**src/rles_pkg.sv**
```systemverilog
// Shared types and constants for the LED effect sequencer.
// No dependencies; imported by every module of the block.
package rles_pkg;

    // commands
    localparam logic [1:0] CMD_TICK  = 2'd0;
    localparam logic [1:0] CMD_NEXT  = 2'd1;
    localparam logic [1:0] CMD_POWER = 2'd2;

    // programs
    localparam logic [2:0] PROG_BLIP    = 3'd0;
    localparam logic [2:0] PROG_WHITE   = 3'd1;
    localparam logic [2:0] PROG_RAINBOW = 3'd2;
    localparam logic [2:0] PROG_PULSE   = 3'd3;
    localparam logic [2:0] PROG_FLASH   = 3'd4;

    // effect phases (rainbow: red->blue, blue->green, green->red)
    localparam logic [1:0] PH_WAIT     = 2'd0;
    localparam logic [1:0] PH_FADE_IN  = 2'd1;
    localparam logic [1:0] PH_HOLD     = 2'd2;
    localparam logic [1:0] PH_FADE_OUT = 2'd3;

    // pulse channel order; the fourth code steps nothing
    localparam logic [1:0] PCH_RED   = 2'd0;
    localparam logic [1:0] PCH_BLUE  = 2'd1;
    localparam logic [1:0] PCH_GREEN = 2'd2;
    localparam logic [1:0] PCH_NONE  = 2'd3;

    // fade unit channel order
    localparam logic [1:0] CH_RED   = 2'd0;
    localparam logic [1:0] CH_GREEN = 2'd1;
    localparam logic [1:0] CH_BLUE  = 2'd2;

    localparam int DIV_ITERS = 8;   // 16 dividend bits, 2 per cycle

    typedef enum logic [1:0] {
        FM_TO_WHITE,    // target -> 255
        FM_FROM_WHITE,  // 255 -> target
        FM_UP,          // 0 -> target
        FM_DOWN         // target -> 0
    } t_fade_mode;

    typedef enum logic [1:0] {
        CS_IDLE,
        CS_ISSUE,
        CS_WAIT,
        CS_DONE
    } t_core_state;

    typedef enum logic [1:0] {
        FD_IDLE,
        FD_DIV,
        FD_FIN
    } t_fade_state;

    typedef struct packed {
        logic [7:0] count;
        logic [7:0] span;
        logic [7:0] from;
        logic [7:0] to;
    } t_fade_req;

    typedef struct packed {
        logic [2:0] program_now;
        logic       leds_on;
        logic [7:0] blue_pwm;
        logic [7:0] green_pwm;
        logic [7:0] red_pwm;
    } t_result;

endpackage

```
**src/rles_fade_unit.sv**
```systemverilog
// Shared fade interpolator: count*(to-from)/span + from, truncating toward zero.
// Multiply at start, 8 radix-4 restoring divide iterations, one finish step.
// Depends on rles_pkg.
module rles_fade_unit (
    input  logic                i_clk,
    input  logic                i_rst_n,
    input  logic                i_start,
    input  rles_pkg::t_fade_req i_req,
    output logic                o_done,
    output logic [7:0]          o_level
);
    import rles_pkg::*;

    localparam int ITER_W = $clog2(DIV_ITERS);

    t_fade_state       r_state, n_state;
    logic [ITER_W-1:0] r_iter, n_iter;
    logic              r_done, n_done;
    logic [15:0]       r_quo, n_quo;   // dividend shifts out on top, quotient in below
    logic [7:0]        r_rem, n_rem;
    logic [7:0]        r_span, r_from, r_level, n_level;
    logic              r_neg, r_zero;

    logic signed [8:0]  w_diff;
    logic signed [17:0] w_prod;
    logic [17:0]        w_mag;

    assign w_diff = $signed({1'b0, i_req.to}) - $signed({1'b0, i_req.from});
    assign w_prod = $signed({10'd0, i_req.count}) * $signed({{9{w_diff[8]}}, w_diff});
    assign w_mag  = w_prod[17] ? 18'(-w_prod) : w_prod;

    always_comb begin
        logic [8:0]  sh;
        logic [7:0]  rem;
        logic [15:0] quo;
        logic [7:0]  q8;
        n_state = r_state;
        n_iter  = r_iter;
        n_done  = 1'b0;
        n_quo   = r_quo;
        n_rem   = r_rem;
        n_level = r_level;
        sh      = 9'd0;
        rem     = r_rem;
        quo     = r_quo;
        q8      = r_neg ? 8'(~r_quo[7:0] + 8'd1) : r_quo[7:0];
        case (r_state)
            FD_IDLE: begin
                if (i_start) begin
                    n_quo   = w_mag[15:0];
                    n_rem   = 8'd0;
                    n_iter  = '0;
                    n_state = FD_DIV;
                end
            end
            FD_DIV: begin
                for (int k = 0; k < 2; k++) begin
                    sh  = {rem, quo[15]};
                    quo = {quo[14:0], 1'b0};
                    if (sh >= {1'b0, r_span}) begin
                        rem    = 8'(sh - {1'b0, r_span});
                        quo[0] = 1'b1;
                    end else begin
                        rem = sh[7:0];
                    end
                end
                n_quo  = quo;
                n_rem  = rem;
                n_iter = r_iter + ITER_W'(1);
                if (r_iter == ITER_W'(DIV_ITERS - 1)) begin
                    n_state = FD_FIN;
                end
            end
            FD_FIN: begin
                n_level = r_zero ? r_from : 8'(q8 + r_from);
                n_done  = 1'b1;
                n_state = FD_IDLE;
            end
            default: n_state = FD_IDLE;
        endcase
    end

    always_ff @(posedge i_clk) begin
        if (!i_rst_n) begin
            r_state <= FD_IDLE;
            r_iter  <= '0;
            r_done  <= 1'b0;
        end else begin
            r_state <= n_state;
            r_iter  <= n_iter;
            r_done  <= n_done;
        end
    end

    always_ff @(posedge i_clk) begin
        r_quo   <= n_quo;
        r_rem   <= n_rem;
        r_level <= n_level;
        if (r_state == FD_IDLE && i_start) begin
            r_span <= i_req.span;
            r_from <= i_req.from;
            r_neg  <= w_prod[17];
            r_zero <= (i_req.span == 8'd0);
        end
    end

    assign o_done  = r_done;
    assign o_level = r_level;

endmodule

```
**src/rles_core.sv**
```systemverilog
// Effect state and sequencer: applies one command, then runs the fade
// unit once per color channel when the step needs a fade.
// Depends on rles_pkg.
module rles_core (
    input  logic                i_clk,
    input  logic                i_rst_n,
    input  logic                i_start,
    input  logic [1:0]          i_cmd,
    input  logic [14:0]         i_rand0,
    input  logic [7:0]          i_rand1,
    input  logic [7:0]          i_rand2,
    input  logic [7:0]          i_rand3,
    output logic                o_ready,
    output logic                o_res_valid,
    input  logic                i_res_ready,
    output rles_pkg::t_result   o_res,
    output logic                o_fade_start,
    output rles_pkg::t_fade_req o_fade_req,
    input  logic                i_fade_done,
    input  logic [7:0]          i_fade_level
);
    import rles_pkg::*;

    // (d mod 254) + 1: fold the upper half mod 127, low bit passes through
    function automatic logic [7:0] span_from_draw(input logic [14:0] d);
        logic [7:0] s;
        s = {1'b0, d[7:1]} + {1'b0, d[14:8]};
        if (s >= 8'd127) s = s - 8'd127;
        if (s >= 8'd127) s = s - 8'd127;
        return 8'({s[6:0], d[0]} + 8'd1);
    endfunction

    t_core_state r_state, n_state;
    logic [1:0]  r_chan, n_chan;
    t_fade_mode  r_fmode, n_fmode;
    logic [7:0]  r_fcount, n_fcount;

    logic [2:0]  r_prog, n_prog;
    logic        r_power, n_power;
    logic [7:0]  r_red, n_red, r_green, n_green, r_blue, n_blue;
    logic [1:0]  r_phase, n_phase;
    logic [7:0]  r_step, n_step, r_span, n_span;
    logic [7:0]  r_tr, n_tr, r_tg, n_tg, r_tb, n_tb;
    logic        r_rising, n_rising;
    logic [1:0]  r_pch, n_pch;

    logic [7:0] w_s64, w_s1, w_s127;
    assign w_s64  = {2'b00, i_rand0[5:0]} + 8'd64;
    assign w_s1   = {2'b00, i_rand0[5:0]} + 8'd1;
    assign w_s127 = {1'b0, i_rand0[6:0]} + 8'd127;

    always_comb begin
        logic [7:0] sc;
        logic [7:0] p_lvl, p_new;
        logic       need_fade;
        n_state  = r_state;
        n_chan   = r_chan;
        n_fmode  = r_fmode;
        n_fcount = r_fcount;
        n_prog   = r_prog;
        n_power  = r_power;
        n_red    = r_red;
        n_green  = r_green;
        n_blue   = r_blue;
        n_phase  = r_phase;
        n_step   = r_step;
        n_span   = r_span;
        n_tr     = r_tr;
        n_tg     = r_tg;
        n_tb     = r_tb;
        n_rising = r_rising;
        n_pch    = r_pch;
        need_fade = 1'b0;
        sc       = 8'd0;
        p_lvl    = 8'd0;
        p_new    = 8'd0;

        case (r_state)
            CS_IDLE: begin
                if (i_start) begin
                    case (i_cmd)
                        CMD_TICK: begin
                            case (r_prog)
                                PROG_BLIP: begin
                                    sc       = r_step - 8'd1;
                                    n_step   = sc;
                                    n_fcount = sc;
                                    case (r_phase)
                                        PH_WAIT: begin
                                            if (sc == 8'd0) begin
                                                n_phase = PH_FADE_IN;
                                                n_step  = w_s64;
                                                n_span  = w_s64;
                                                n_tb    = i_rand1;
                                                n_tr    = i_rand2;
                                                n_tg    = i_rand3;
                                            end
                                        end
                                        PH_FADE_IN: begin
                                            need_fade = 1'b1;
                                            n_fmode   = FM_TO_WHITE;
                                            if (sc == 8'd0) begin
                                                n_phase = PH_HOLD;
                                                n_step  = w_s1;
                                            end
                                        end
                                        PH_HOLD: begin
                                            if (sc == 8'd0) begin
                                                n_phase = PH_FADE_OUT;
                                                n_step  = w_s64;
                                                n_span  = w_s64;
                                            end
                                        end
                                        default: begin
                                            need_fade = 1'b1;
                                            n_fmode   = FM_FROM_WHITE;
                                            if (sc == 8'd0) begin
                                                n_phase = PH_WAIT;
                                                n_step  = w_s127;
                                            end
                                        end
                                    endcase
                                end
                                PROG_RAINBOW: begin
                                    case (r_phase)
                                        PH_WAIT: begin
                                            n_red  = r_red - 8'd1;
                                            n_blue = r_blue + 8'd1;
                                            if (n_red == 8'd0) n_phase = PH_FADE_IN;
                                        end
                                        PH_FADE_IN: begin
                                            n_blue  = r_blue - 8'd1;
                                            n_green = r_green + 8'd1;
                                            if (n_blue == 8'd0) n_phase = PH_HOLD;
                                        end
                                        PH_HOLD: begin
                                            n_green = r_green - 8'd1;
                                            n_red   = r_red + 8'd1;
                                            if (n_green == 8'd0) n_phase = PH_WAIT;
                                        end
                                        default: n_phase = PH_WAIT;
                                    endcase
                                end
                                PROG_PULSE: begin
                                    case (r_pch)
                                        PCH_RED:   p_lvl = r_red;
                                        PCH_BLUE:  p_lvl = r_blue;
                                        default:   p_lvl = r_green;
                                    endcase
                                    p_new = r_rising ? p_lvl + 8'd1 : p_lvl - 8'd1;
                                    if (r_pch != PCH_NONE) begin
                                        case (r_pch)
                                            PCH_RED:  n_red   = p_new;
                                            PCH_BLUE: n_blue  = p_new;
                                            default:  n_green = p_new;
                                        endcase
                                        if (r_rising) begin
                                            if (p_new == 8'd255) n_rising = 1'b0;
                                        end else if (p_new == 8'd0) begin
                                            n_rising = 1'b1;
                                            n_pch    = (r_pch == PCH_GREEN) ? PCH_RED
                                                                            : r_pch + 2'd1;
                                        end
                                    end
                                end
                                PROG_FLASH: begin
                                    sc       = r_step + 8'd1;
                                    n_step   = sc;
                                    n_fcount = sc;
                                    case (r_phase)
                                        PH_WAIT: begin
                                            if (sc == r_span) begin
                                                n_phase = PH_FADE_IN;
                                                n_span  = w_s64;
                                                n_step  = 8'd0;
                                                n_tb    = i_rand1;
                                                n_tg    = i_rand2;
                                                n_tr    = i_rand3;
                                            end
                                        end
                                        PH_FADE_IN: begin
                                            if (sc == r_span) begin
                                                n_phase = PH_HOLD;
                                                n_step  = 8'd0;
                                                n_red   = r_tr;
                                                n_green = r_tg;
                                                n_blue  = r_tb;
                                            end else begin
                                                need_fade = 1'b1;
                                                n_fmode   = FM_UP;
                                            end
                                        end
                                        PH_HOLD: begin
                                            if (sc == r_span) begin
                                                n_phase = PH_FADE_OUT;
                                                n_step  = 8'd0;
                                            end
                                        end
                                        default: begin
                                            if (sc == r_span) begin
                                                n_phase = PH_WAIT;
                                                n_span  = span_from_draw(i_rand0);
                                                n_step  = 8'd0;
                                                n_red   = 8'd0;
                                                n_green = 8'd0;
                                                n_blue  = 8'd0;
                                            end else begin
                                                need_fade = 1'b1;
                                                n_fmode   = FM_DOWN;
                                            end
                                        end
                                    endcase
                                end
                                default: ;  // white holds
                            endcase
                        end
                        CMD_NEXT: begin
                            n_prog = (r_prog >= PROG_FLASH) ? PROG_BLIP : r_prog + 3'd1;
                            case (n_prog)
                                PROG_BLIP: begin
                                    n_step  = w_s127;
                                    n_phase = PH_WAIT;
                                    n_red   = 8'd255;
                                    n_green = 8'd255;
                                    n_blue  = 8'd255;
                                end
                                PROG_WHITE: begin
                                    n_red   = 8'd255;
                                    n_green = 8'd255;
                                    n_blue  = 8'd255;
                                end
                                PROG_RAINBOW: begin
                                    n_red   = 8'd255;
                                    n_green = 8'd0;
                                    n_blue  = 8'd0;
                                    n_phase = PH_WAIT;
                                end
                                PROG_PULSE: begin
                                    n_red    = 8'd0;
                                    n_green  = 8'd0;
                                    n_blue   = 8'd0;
                                    n_pch    = PCH_RED;
                                    n_rising = 1'b1;
                                end
                                default: begin
                                    n_step  = 8'd0;
                                    n_phase = PH_WAIT;
                                    n_span  = {1'b0, i_rand0[6:0]} + 8'd1;
                                    n_red   = 8'd0;
                                    n_green = 8'd0;
                                    n_blue  = 8'd0;
                                end
                            endcase
                        end
                        CMD_POWER: n_power = ~r_power;
                        default: ;  // unused command
                    endcase
                    n_chan  = CH_RED;
                    n_state = need_fade ? CS_ISSUE : CS_DONE;
                end
            end
            CS_ISSUE: n_state = CS_WAIT;
            CS_WAIT: begin
                if (i_fade_done) begin
                    case (r_chan)
                        CH_RED:   n_red   = i_fade_level;
                        CH_GREEN: n_green = i_fade_level;
                        default:  n_blue  = i_fade_level;
                    endcase
                    if (r_chan == CH_BLUE) begin
                        n_state = CS_DONE;
                    end else begin
                        n_chan  = r_chan + 2'd1;
                        n_state = CS_ISSUE;
                    end
                end
            end
            CS_DONE: begin
                if (i_res_ready) n_state = CS_IDLE;
            end
            default: n_state = CS_IDLE;
        endcase
    end

    // fade request for the current channel
    always_comb begin
        logic [7:0] tgt;
        case (r_chan)
            CH_RED:   tgt = r_tr;
            CH_GREEN: tgt = r_tg;
            default:  tgt = r_tb;
        endcase
        o_fade_req.count = r_fcount;
        o_fade_req.span  = r_span;
        case (r_fmode)
            FM_TO_WHITE: begin
                o_fade_req.from = tgt;
                o_fade_req.to   = 8'd255;
            end
            FM_FROM_WHITE: begin
                o_fade_req.from = 8'd255;
                o_fade_req.to   = tgt;
            end
            FM_UP: begin
                o_fade_req.from = 8'd0;
                o_fade_req.to   = tgt;
            end
            default: begin
                o_fade_req.from = tgt;
                o_fade_req.to   = 8'd0;
            end
        endcase
    end

    always_ff @(posedge i_clk) begin
        if (!i_rst_n) begin
            r_state  <= CS_IDLE;
            r_chan   <= CH_RED;
            r_prog   <= PROG_BLIP;
            r_power  <= 1'b1;
            r_red    <= 8'd255;
            r_green  <= 8'd255;
            r_blue   <= 8'd255;
            r_phase  <= PH_WAIT;
            r_step   <= 8'd127;
            r_span   <= 8'd0;
            r_tr     <= 8'd0;
            r_tg     <= 8'd0;
            r_tb     <= 8'd0;
            r_rising <= 1'b1;
            r_pch    <= PCH_RED;
        end else begin
            r_state  <= n_state;
            r_chan   <= n_chan;
            r_prog   <= n_prog;
            r_power  <= n_power;
            r_red    <= n_red;
            r_green  <= n_green;
            r_blue   <= n_blue;
            r_phase  <= n_phase;
            r_step   <= n_step;
            r_span   <= n_span;
            r_tr     <= n_tr;
            r_tg     <= n_tg;
            r_tb     <= n_tb;
            r_rising <= n_rising;
            r_pch    <= n_pch;
        end
    end

    always_ff @(posedge i_clk) begin
        r_fmode  <= n_fmode;
        r_fcount <= n_fcount;
    end

    assign o_ready      = (r_state == CS_IDLE);
    assign o_res_valid  = (r_state == CS_DONE);
    assign o_fade_start = (r_state == CS_ISSUE);

    assign o_res.red_pwm     = r_red;
    assign o_res.green_pwm   = r_green;
    assign o_res.blue_pwm    = r_blue;
    assign o_res.leds_on     = r_power;
    assign o_res.program_now = r_prog;

endmodule

```
**src/rgb_led_effect_sequencer.sv**
```systemverilog
// RGB LED effect sequencer: top level with stream ports and output register.
// Depends on rles_pkg, rles_core and rles_fade_unit.
//
// Slave channel takes one word per step: tuser carries the command (tick,
// next program, power toggle), tdata four 15-bit random draws. Master
// channel returns one word per accepted input: three 8-bit levels, the
// power flag and the active program.
// Sequence: a step with no fade goes from the core's done state into the
// output register. A fading tick (blip and flash fade phases) first runs
// the shared fade unit once per color channel (issue, eight 2-bit divide
// iterations, finish, write back) before it reaches the done state.
// Flow: one step at a time; s_axis tready drops at acceptance and
// returns once the result has moved into the output register.
// Stall: a stalled master holds its word; the next step may still be
// accepted, and its result then waits in the core with tready low.
// Reset (synchronous, active low): program blip, power on, levels white,
// blip hold count 127; no output word pending.
module rgb_led_effect_sequencer (
    input  logic        i_clk,
    input  logic        i_rst_n,
    input  logic        i_s_axis_tvalid,
    output logic        o_s_axis_tready,
    input  logic [63:0] i_s_axis_tdata,   // rand_0[14:0], rand_1, rand_2, rand_3, pad[63:60]
    input  logic [1:0]  i_s_axis_tuser,   // command[1:0]
    output logic        o_m_axis_tvalid,
    input  logic        i_m_axis_tready,
    output logic [31:0] o_m_axis_tdata    // red, green, blue, leds_on, program_now, pad
);
    import rles_pkg::*;

    logic       w_accept;
    logic       w_core_ready;
    logic       w_res_valid;
    logic       w_res_take;
    t_result    w_res;
    logic       w_fade_start;
    t_fade_req  w_fade_req;
    logic       w_fade_done;
    logic [7:0] w_fade_level;

    logic       r_m_valid, n_m_valid;
    t_result    r_m_data;

    assign w_accept   = i_s_axis_tvalid && w_core_ready;
    assign w_res_take = !r_m_valid || i_m_axis_tready;

    rles_core u_core (
        .i_clk        (i_clk),
        .i_rst_n      (i_rst_n),
        .i_start      (w_accept),
        .i_cmd        (i_s_axis_tuser),
        .i_rand0      (i_s_axis_tdata[14:0]),
        .i_rand1      (i_s_axis_tdata[22:15]),
        .i_rand2      (i_s_axis_tdata[37:30]),
        .i_rand3      (i_s_axis_tdata[52:45]),
        .o_ready      (w_core_ready),
        .o_res_valid  (w_res_valid),
        .i_res_ready  (w_res_take),
        .o_res        (w_res),
        .o_fade_start (w_fade_start),
        .o_fade_req   (w_fade_req),
        .i_fade_done  (w_fade_done),
        .i_fade_level (w_fade_level)
    );

    rles_fade_unit u_fade (
        .i_clk   (i_clk),
        .i_rst_n (i_rst_n),
        .i_start (w_fade_start),
        .i_req   (w_fade_req),
        .o_done  (w_fade_done),
        .o_level (w_fade_level)
    );

    // output register: loads whenever empty or being drained
    always_comb begin
        n_m_valid = r_m_valid;
        if (w_res_take) n_m_valid = w_res_valid;
    end

    always_ff @(posedge i_clk) begin
        if (!i_rst_n) begin
            r_m_valid <= 1'b0;
        end else begin
            r_m_valid <= n_m_valid;
        end
    end

    always_ff @(posedge i_clk) begin
        if (w_res_take && w_res_valid) r_m_data <= w_res;
    end

    assign o_s_axis_tready = w_core_ready;
    assign o_m_axis_tvalid = r_m_valid;
    assign o_m_axis_tdata  = {4'b0000, r_m_data.program_now, r_m_data.leds_on,
                              r_m_data.blue_pwm, r_m_data.green_pwm,
                              r_m_data.red_pwm};

endmodule

```
**config.mk**
```make
export PLATFORM = sky130hd
export DESIGN_NAME = rgb_led_effect_sequencer
export DESIGN_NICKNAME = d
export VERILOG_FILES = /design/src/rles_pkg.sv /design/src/rles_fade_unit.sv /design/src/rles_core.sv /design/src/rgb_led_effect_sequencer.sv
export SDC_FILE = /design/constraint.sdc
export NUM_CORES = 1
export LEC_CHECK = 0
export ABC_CLOCK_PERIOD_IN_PS = 16480
export BUFFER_PORTS_ARGS = -buffer_cell sky130_fd_sc_hd__buf_2
export CAP_MARGIN = 40
export CORE_ASPECT_RATIO = 1.25
export CORE_UTILIZATION = 65
export CTS_CLUSTER_SIZE = 10
export DETAILED_ROUTE_END_ITERATION = 10
export GPL_TIMING_DRIVEN = 0
export HOLD_SLACK_MARGIN = 0.1
export PLACE_DENSITY = 0.85
export SETUP_SLACK_MARGIN = 0.2
export SLEW_MARGIN = 5
export SYNTH_ARGS = -nofsm -noshare
export SYNTH_HDL_FRONTEND = slang
export SYNTH_HIERARCHICAL = 1
export SYNTH_SLANG_ARGS = --single-unit
export TNS_END_PERCENT = 50
```
**constraint.sdc**
```tcl
create_clock -name i_clk -period 16.48 [get_ports i_clk]
set_input_delay 3.296 -clock i_clk [delete_from_list [all_inputs] [get_ports i_clk]]
set_output_delay 3.296 -clock i_clk [all_outputs]
set_load 0.05 [all_outputs]
```
==> results.json <==
{
  "drc": 0,
  "largest_reg_flops": 28,
  "worst_ep_arrival_time_ns": 9.59,
  "final_cells": 2325,
  "grt-ovfl-total": 0,
  "finalPower_mw": 1.542,
  "ys_seq_area_share_pct": 26.93,
  "hold_class": "reg2reg",
  "port_buffers": 74,
  "async_flop_share_pct": 0,
  "syn_inst": 1887,
  "track_usage_pct": 37.65,
  "yosysTopAreaCell": "edfxtp_1",
  "synth-main-ff-cell": "edfxtp_1",
  "dp_hpwl_mm": 36.80,
  "min_to": "o_m_axis_tdata[27]",
  "synth_seq_cells": 172,
  "die_h_um": 177.7,
  "vias": 14710,
  "placedInstanceArea_um2": 16890,
  "worstReg2RegStart": "u_core/r_chan[0]",
  "rows": 63,
  "r2r_end": "u_fade/r_quo[12]",
  "cts_inserted_buffers": 17,
  "drt-total-wl_mm": 46.58,
  "crit_top_cell": "fa_1",
  "synth_edf_count": 88,
  "rsz0062_at_grt": "false",
  "ant_nets": 0,
  "place_ws_ns": 7.216,
  "yosys-top-cells-area": "edfxtp_1, dfxtp_1, ha_1",
  "whs_ns": 0.4299,
  "tns_ns": 0,
  "cp.required_ns": 16.65,
  "slew_violations": 0,
  "clock_tree.buffer_depth": 2,
  "maxCapViolCount": 0,
  "crit_path_end_kind": "register",
  "grt_pass1_vias": 14000,
  "place_inst": 2292,
  "crit_slowest_cell": "fa_1",
  "min_path_cells": 0,
  "vias_per_cell": 6.326,
  "nFillCells": 1925,
  "hold_viol_final": 0,
  "netlist_area_um2": 16060,
  "hp-start": "u_core/r_prog[2]",
  "clk_pin_slew_ns": 0.07,
  "syn_area_per_cell_um2": 8.509,
  "place_congestion": 1.018,
  "max_slew_margin_pct": 40.23,
  "fp.dieW_um": 142.6,
  "io_pins": 104,
  "grt_antenna_before_repair": 0,
  "worst_slew_pin_slew_ns": 0.8906,
  "critPathKind": "reg2reg",
  "yosysWarnings": 6,
  "r2r_setup_slack_ns": 7.06,
  "final.setup.worst_slack_ns": 7.064,
  "clock_skew_ns": 0.01725,
  "cts.sinks": 172,
  "area_growth_pct": 8.922,
  "drive_above_1_share_pct": 9.505,
  "start_util_pct": 67.01,
  "power_density_nw_per_um2": 88.19,
  "cts_resized": 0,
  "r2r_cells": 37,
  "dieArea_um2": 25340,
  "outcome": "finished clean",
  "worstSkewPairLatency_ns": 0.45,
  "fmax_mhz": 106.2,
  "ys_types": 101,
  "htreeDepth": 4,
  "cp_max_fo": 10,
  "power.leakage_nw": 7.402,
  "clockRootBuffer": "clkbuf_16",
  "firstDrtPassIters": 6,
  "grt_pass1_wl_mm": 73.00,
  "cts-hold-fix-buffers": 0,
  "fin_nets": 2239,
  "period_share_pct": 57.13,
  "drtIter0Drc": 1245,
  "grt_max_degree": 29,
  "worst_ir_drop_vdd_mv": 0.1116,
  "critPathLaunchType": "register",
  "core-area_um2": 23960,
  "cts_setup_buffers": 0,
  "netlist.area_leader.share_pct": 16.46,
  "setup_viol": 0,
  "synth_most_common_cell": "nand2_1",
  "fin_util_pct": 72.98,
  "ys_top_cells_by_count": "nand2_1, nor2_1, ha_1, inv_1, a21oi_1",
  "detail_route.wl_per_cell_um": 20.03,
  "fin_area_um2": 17490,
  "cpPeakStageDelay_ns": 0.55,
  "tritoncts": "built",
  "period_minus_slack_ns": 9.416
}
[worst max path at each step]
stage / slack (ns) / start / endpoint / depth (start not counted)
global route: 6.47 / u_core/r_chan[0] / u_fade/r_quo[5] / 37
global placement: 7.38 / u_core/r_chan[0] / u_fade/r_quo[12] / 37
floorplan: 8.17 / u_core/r_chan[0] / u_fade/r_quo[1] / 35
detailed placement: 7.22 / u_core/r_chan[0] / u_fade/r_quo[12] / 37
finish: 7.06 / u_core/r_chan[0] / u_fade/r_quo[12] / 37
CTS: 7.17 / u_core/r_chan[0] / u_fade/r_quo[12] / 37
[layout by cell type, fill, tap and decap left out, types with 31 or more instances in the layout]
cell type,instances
xor2_1,52
nor3_1,32
o21ai_0,90
ha_1,134
nor2_1,168
inv_1,132
xnor2_1,54
clkbuf_1,82
nand2b_1,36
dfxtp_1,84
a21oi_1,103
fa_1,49
nand3_1,31
and2_1,40
edfxtp_1,88
buf_2,86
nand2_1,206
mux2i_1,51
[cell families after synthesis]
logic type / count (synthesis) / synth area share (%)
buf+inv: 240 / 5.907
fa+ha+maj: 199 / 17.55
xor+xnor: 110 / 6.304
other cells: 1 / 0.02335
mux: 65 / 4.161
flops: 172 / 26.93
simple gates: 651 / 19.93
compound gates: 449 / 19.19
[report_power, final]
part / internal, mW / switching, mW / total [mW]
Clock: 0.204 / 0.201 / 0.405
Sequential: 0.490 / 0.0277 / 0.517
Combinational: 0.246 / 0.374 / 0.620
[critical path: cells and delay by family (launching register included)]
kind                       cells  cell delay (ns)
AOI/OAI and AO/OA             10             1.74
xor gates and xnor gates       1             0.19
adders and majority gates     10             3.99
buffers and inverters          8             1.42
DFF                            1             0.34
and+or+nand+nor                8             1.48
[area by class of cell]
class,count,area [µm²],share of cell area (%)
Multi-Input combinational cell,1478,10800,61.75
Sequential cell,172,4324,24.72
Inverter,134,503.0,2.876
Buffer,106,445.4,2.547
Clock buffer,17,425.4,2.432
Timing Repair Buffer,77,414.1,2.368
Tap cell,325,406.6,2.325
Clock inverter,15,167.7,0.9586
Antenna cell,1,2.502,0.01431
[metal layers]
metal | vias to the layer above | global-route usage [%] | wire length [µm]
li1 | 6910 | - | -
met1 | 6929 | 44.00 | 17890
met2 | 680 | 63.79 | 22190
met3 | 190 | 5.801 | 3362
met4 | 0 | 25.00 | 3137
met5 | - | 0 | 0
Note: power is estimated with default switching activity, not from simulation.
